`src/rtl/core/box_blur_3x3_clamped_edges_core_macros.svh`:
```
// Assertion macros for the box blur core, used by the bb3_emit module.
`ifndef BOX_BLUR_3X3_CLAMPED_EDGES_CORE_MACROS_SVH
`define BOX_BLUR_3X3_CLAMPED_EDGES_CORE_MACROS_SVH

// Same-cycle implication, checked out of reset.
`define BB3_ASSERT_NOW(label, clk, rst_n, ante, cons, msg) \
    label: assert property (@(posedge clk) disable iff (!rst_n) (ante) |-> (cons)) \
        else $error(msg);

// Next-cycle implication, checked out of reset.
`define BB3_ASSERT_NEXT(label, clk, rst_n, ante, cons, msg) \
    label: assert property (@(posedge clk) disable iff (!rst_n) (ante) |=> (cons)) \
        else $error(msg);

`endif

```
`src/rtl/core/bb3_pkg.sv`:
```
// Package of types, constants and functions for the 3x3 box blur core.
`default_nettype none

package bb3_pkg;

    localparam int MAX_SIDE   = 1024;
    localparam int CHAN_W     = 16;
    localparam int ADDR_W     = $clog2(MAX_SIDE);
    localparam int SIDE_W     = ADDR_W + 1;
    localparam int SUM_W      = CHAN_W + 4;
    localparam int MUL_W      = 20;
    localparam int SHIFT_W    = 5;
    localparam int PROD_W     = SUM_W + MUL_W;
    localparam int TQ_DEPTH   = 4;
    localparam int TQ_PTR_W   = $clog2(TQ_DEPTH);
    localparam int TQ_CNT_W   = TQ_PTR_W + 1;
    localparam int WIN_CELLS  = 9;

    localparam logic [SIDE_W-1:0] SIDE_RESET = SIDE_W'(512);

    // Result kinds, as bit positions of a request's kind mask
    localparam int KIND_UL = 0;  // row - 1, col - 1
    localparam int KIND_UR = 1;  // row - 1, col
    localparam int KIND_LL = 2;  // row, col - 1
    localparam int KIND_LR = 3;  // row, col (bottom-right corner)

    typedef struct packed {
        logic [CHAN_W-1:0] in_red;
        logic [CHAN_W-1:0] in_green;
        logic [CHAN_W-1:0] in_blue;
    } pix_in_t;

    typedef struct packed {
        logic [CHAN_W-1:0] out_red;
        logic [CHAN_W-1:0] out_green;
        logic [CHAN_W-1:0] out_blue;
        logic [ADDR_W-1:0] out_row;
        logic [ADDR_W-1:0] out_col;
        logic              run_last;
        logic              frame_last;
    } pix_out_t;

    typedef struct packed {
        logic [CHAN_W-1:0] r;
        logic [CHAN_W-1:0] g;
        logic [CHAN_W-1:0] b;
    } rgb_t;

    typedef struct packed {
        rgb_t upper;
        rgb_t middle;
    } line_t;

    typedef struct packed {
        logic              valid;
        logic [ADDR_W-1:0] row;
        logic [ADDR_W-1:0] col;
        logic [3:0]        kinds;
        rgb_t              px;
    } s1_t;

    typedef struct packed {
        rgb_t [WIN_CELLS-1:0] win;
        logic [ADDR_W-1:0]    row;
        logic [ADDR_W-1:0]    col;
        logic [3:0]           kinds;
    } task_t;

    typedef struct packed {
        logic [MUL_W-1:0]   mul;
        logic [SHIFT_W-1:0] sh;
    } div_t;

    // Reciprocal and shift giving floor(x / n) for x below 2**SUM_W
    function automatic div_t div_consts(input logic [3:0] n);
        div_t d;
        case (n)
            4'd2:    d = '{mul: MUL_W'(1),      sh: SHIFT_W'(1)};
            4'd3:    d = '{mul: MUL_W'(699051), sh: SHIFT_W'(21)};
            4'd4:    d = '{mul: MUL_W'(1),      sh: SHIFT_W'(2)};
            4'd6:    d = '{mul: MUL_W'(699051), sh: SHIFT_W'(22)};
            4'd9:    d = '{mul: MUL_W'(932068), sh: SHIFT_W'(23)};
            default: d = '{mul: MUL_W'(1),      sh: SHIFT_W'(0)};
        endcase
        return d;
    endfunction

endpackage

`default_nettype wire

```
`src/rtl/core/bb3_window.sv`:
```
// Window shift, line store write-back and request queue toward the emitter.
`default_nettype none

module bb3_window (
    input  wire logic       clk,
    input  wire logic       rst_n,
    input  bb3_pkg::s1_t    s1,
    input  bb3_pkg::line_t  line_rd,
    output logic            line_wr_en,
    output logic [bb3_pkg::ADDR_W-1:0] line_wr_addr,
    output bb3_pkg::line_t  line_wr_data,
    output logic            room,
    output logic            tq_valid,
    output bb3_pkg::task_t  tq_data,
    input  wire logic       tq_pop
);
    import bb3_pkg::*;

    rgb_t [WIN_CELLS-1:0] win_reg;
    rgb_t [WIN_CELLS-1:0] win_next;
    task_t                q_reg [TQ_DEPTH];
    logic [TQ_PTR_W-1:0]  wr_ptr_reg;
    logic [TQ_PTR_W-1:0]  rd_ptr_reg;
    logic [TQ_CNT_W-1:0]  cnt_reg;
    logic                 push;

    // Shift the window one column and load the new column
    always_comb
    begin
        for (int q = 0; q < 3; q++)
        begin
            win_next[q * 3]     = win_reg[q * 3 + 1];
            win_next[q * 3 + 1] = win_reg[q * 3 + 2];
        end
        win_next[2] = line_rd.upper;
        win_next[5] = line_rd.middle;
        win_next[8] = s1.px;
    end

    always_ff @(posedge clk)
    begin
        if (s1.valid)
        begin
            win_reg <= win_next;
        end
    end

    // Rotate the rows in the line store
    assign line_wr_en          = s1.valid;
    assign line_wr_addr        = s1.col;
    assign line_wr_data.upper  = line_rd.middle;
    assign line_wr_data.middle = s1.px;

    // Queue a request only for pixels that finish some result
    assign push = s1.valid && (s1.kinds != 4'd0);

    always_ff @(posedge clk)
    begin
        if (push)
        begin
            q_reg[wr_ptr_reg] <= '{win: win_next, row: s1.row, col: s1.col, kinds: s1.kinds};
        end
    end

    always_ff @(posedge clk or negedge rst_n)
    begin
        if (!rst_n)
        begin
            wr_ptr_reg <= '0;
            rd_ptr_reg <= '0;
            cnt_reg    <= '0;
        end
        else
        begin
            if (push)
            begin
                wr_ptr_reg <= wr_ptr_reg + TQ_PTR_W'(1);
            end
            if (tq_pop)
            begin
                rd_ptr_reg <= rd_ptr_reg + TQ_PTR_W'(1);
            end
            cnt_reg <= cnt_reg + TQ_CNT_W'(push) - TQ_CNT_W'(tq_pop);
        end
    end

    // Leave space for the pixel in flight and the next one
    assign room     = ({1'b0, cnt_reg} + (TQ_CNT_W + 1)'(s1.valid)) < (TQ_CNT_W + 1)'(TQ_DEPTH);
    assign tq_valid = (cnt_reg != '0);
    assign tq_data  = q_reg[rd_ptr_reg];

endmodule

`default_nettype wire

```
`config.mk`:
```
export PLATFORM = sky130hd
export DESIGN_NAME = bb3_window
export DESIGN_NICKNAME = d
export VERILOG_FILES = /design/src/rtl/core/box_blur_3x3_clamped_edges_core_macros.svh /design/src/rtl/core/bb3_pkg.sv /design/src/rtl/core/bb3_window.sv
export SDC_FILE = /design/constraint.sdc
export NUM_CORES = 1
export LEC_CHECK = 0
export BUFFER_PORTS_ARGS = -buffer_cell sky130_fd_sc_hd__buf_4
export CORE_AREA = 5 5 404 485
export DETAILED_ROUTE_END_ITERATION = 8
export DIE_AREA = 0 0 409 490
export GPL_TIMING_DRIVEN = 0
export SYNTH_ARGS = -nofsm -noshare
export SYNTH_HDL_FRONTEND = slang
export SYNTH_SLANG_ARGS = --single-unit
```
`constraint.sdc`:
```
create_clock -name clk -period 34.5 [get_ports clk]
set_clock_uncertainty 0.2 [all_clocks]
set_input_delay 6.9 -clock clk [delete_from_list [all_inputs] [get_ports clk]]
set_output_delay 6.9 -clock clk [all_outputs]
set_load 0.02 [all_outputs]
```
==> flow_metrics.env <==
export IMPL_power_density_mw_per_mm2=90.71
export IMPL_r2r_setup_slack_ps=31190
export IMPL_grt_pass1_vias=34240
export IMPL_vdd_drop_max_uv=47.13
export IMPL_area_delta_synth_final_pct=21.51
export IMPL_initial_utilization=0.3969
export IMPL_design_core_area_mm2=0.1909
export IMPL_grt_start_max_net_pins=90
export IMPL_drive_gt1_frac=0.4336
export IMPL_cts_sinks=2119
export IMPL_post_drt_wl_per_cell_um=26.85
export IMPL_yosysTopAreaCellShare=0.8369
export IMPL_synth_main_ff_cell="edfxtp_1"
export IMPL_ctsHtreeMaxLevel=4
export IMPL_cp_arrival_ps=9040
export IMPL_slew_headroom=0.2621
export IMPL_drt_iter0_drc=2651
export IMPL_rows=176
export IMPL_holdWs_ps=273.7
export IMPL_post_dp_cell_area_mm2=0.08562
export IMPL_rsz0062_at_grt="no"
export IMPL_ys_warn_count=0
export IMPL_routed_wl_mm=173.5
export IMPL_drt_pre_antenna_iters=5
export IMPL_crit_chain="buf_8 > buf_16 > buf_16 > nand4_1 > o21a_1 > o21ai_0 > buf_4"
export IMPL_avgSynthCellArea_um2=26.92
export IMPL_cp_buffers_inverters=4
export IMPL_synth_fp_nets=2995
export IMPL_gp_congestion=0.7408
export IMPL_critPathMaxFanout=81
export IMPL_ctsLongestPathBuffers=3
export IMPL_fmax_mhz=61.94
export IMPL_die_w_um=409
export IMPL_multi_input_area_mm2=0.01050
export IMPL_setup_viol=0
export IMPL_power_total_mw=8.353
export IMPL_cts_tree="done"
export IMPL_regArea_mm2=0.06360
export IMPL_synth_seq_cells=2119
export IMPL_io_pins=737
export IMPL_finalCritPeriodShare=0.4679
export IMPL_via_per_inst=5.094
export IMPL_min_path_cells=0
export IMPL_syn_inst=2815
export IMPL_path_clk_slew_ps=60
export IMPL_final_common_cell="edfxtp_1"
export IMPL_end_kind="primary output"
export IMPL_finalHoldViolations=0
export IMPL_cts_buffers=201
export IMPL_path_class="in2out"
export IMPL_yosysSeqAreaShare=0.8392
export IMPL_cp_required_ps=27400
export IMPL_crit_slowest_cell="buf_8"
export IMPL_insertion_delay_ps=820
export IMPL_status="finished clean"
export IMPL_startpoint_type="primary input"
export IMPL_crit_top_cell="buf_16"
export IMPL_async_flop_share=0.003303
export IMPL_synth_area_leaders="edfxtp_1 84%, mux4_2 14%, buf_4 1.1%"
export IMPL_worstSetupPathDepth=7
export IMPL_min_path_type="reg2reg"
export IMPL_leakage_nw=30.86
export IMPL_fin_crit_ps=16140
export IMPL_yosys_area_top_type="edfxtp_1"
export IMPL_final_antenna_net_count=0
export IMPL_die_y_um=490
export IMPL_crit_path_max_incr_delay_ps=380
export IMPL_syn_area_mm2=0.07578
export IMPL_hold_buffers=0
export IMPL_vias=32920
export IMPL_dieArea_mm2=0.2004
export IMPL_synth_enable_flop_cells=2112
export IMPL_nets=3978
export IMPL_postCtsSetupBuffers=0
export IMPL_antenna_found_initial=7
export IMPL_drc=0
export IMPL_setup_tns_ps=0
export IMPL_hpwl_mm=114.6
export IMPL_ff2ff_path_depth=8
export IMPL_cts_root_buf="clkbuf_16"
export IMPL_synth_cell_types=21
export IMPL_grt_pass1_wl_mm=249.6
export IMPL_fillers=15280
export IMPL_port_buffers=736
export IMPL_largest_reg_flops=1824
export IMPL_cts_resized=0
export IMPL_stdcell_area_mm2=0.09208
export IMPL_grt_overflow_total=0
export IMPL_cp_top_family="buffers and inverters"
export IMPL_report_final_slew_viol_count=0
export IMPL_grt_use_total=0.1711
export IMPL_layout_common_cells="2,112 x edfxtp_1, 845 x buf_4, 456 x mux4_2, 204 x clkbuf_16, 61 x clkinv_1"
export IMPL_cap_violations=0
export IMPL_worstMarginPinSlew_ps=1107
## final timing paths
path / startpoint / end
worst max-delay path: s1[72] / room
worst min-delay path: win_next[46] / q_reg[3][70]
worst max register to register: wr_ptr_reg[0] / q_reg[2][181]
worst min register to register: win_next[46] / q_reg[3][70]
max in group asynchronous: rst_n / rd_ptr_reg[1]
min in group asynchronous: rst_n / cnt_reg[2]
## worst register-to-register path, cell delays in order, from the launching register on
cell,delay (ps)
dfrtp_1,400
inv_1,120
ha_1,160
and2_4,460
buf_16,320
buf_16,320
buf_16,280
buf_16,350
buf_16,310
## routing by layer
layer | GRT usage | vias up | part of all wire | routed length [µm]
li1 | - | 13980 | - | -
met1 | 0.2214 | 17560 | 0.40 | 68870
met2 | 0.2642 | 1176 | 0.47 | 80920
met3 | 0.08438 | 193 | 0.12 | 20990
met4 | 0.03505 | 6 | 0.015 | 2657
met5 | 0 | - | 0.00020 | 35
## stage by stage
step | setup WS [ps] | std cells | util
global placement | 1479 | 6043 | 0.4422
floorplan | 15910 | 2815 | -
CTS | 18340 | 6459 | 0.4823
detailed placement | 18360 | 6087 | 0.4484
global route | 18220 | 6460 | 0.4823
finish | 18360 | 6462 | 0.4823
## synth_stat cells (4+ instances only)
master and n:
edfxtp_1 2112, buf_8 14, buf_2 46, buf_4 110, buf_6 34, dfrtp_1 7, clkbuf_1 5, and2_1 4
inv_1 6, ha_1 7, mux4_2 456
## cell families after synthesis
logic type | synth area share
adders and majority gates | 0.001420
xor gates and xnor gates | 0.0004624
DFF | 0.8392
buffers and inverters | 0.02231
muxes | 0.1355
AOI/OAI and AO/OA | 0.0004789
and+or+nand+nor | 0.0005945
## area by class of cell
type | instances | share of cell area
clock buffers | 240 | 0.05691
diodes | 3 | 0.00008153
inverters | 6 | 0.0002446
plain buffers | 209 | 0.01813
clock inverters | 132 | 0.01325
well taps | 2492 | 0.03386
repair buffers | 780 | 0.07283
flip-flops and latches | 2119 | 0.6906
multi-input cells | 481 | 0.1141
## power breakdown
group / total [mW] / switching (mW) / leakage, nW / internal, mW
combinational: 2.81 / 1.66 / 8.11 / 1.15
sequential: 3.40 / 0.0975 / 19.6 / 3.30
clock: 2.14 / 0.935 / 3.12 / 1.20
total: 8.35 / 2.69 / 30.9 / 5.66
Power figures use the tool's default switching activity.
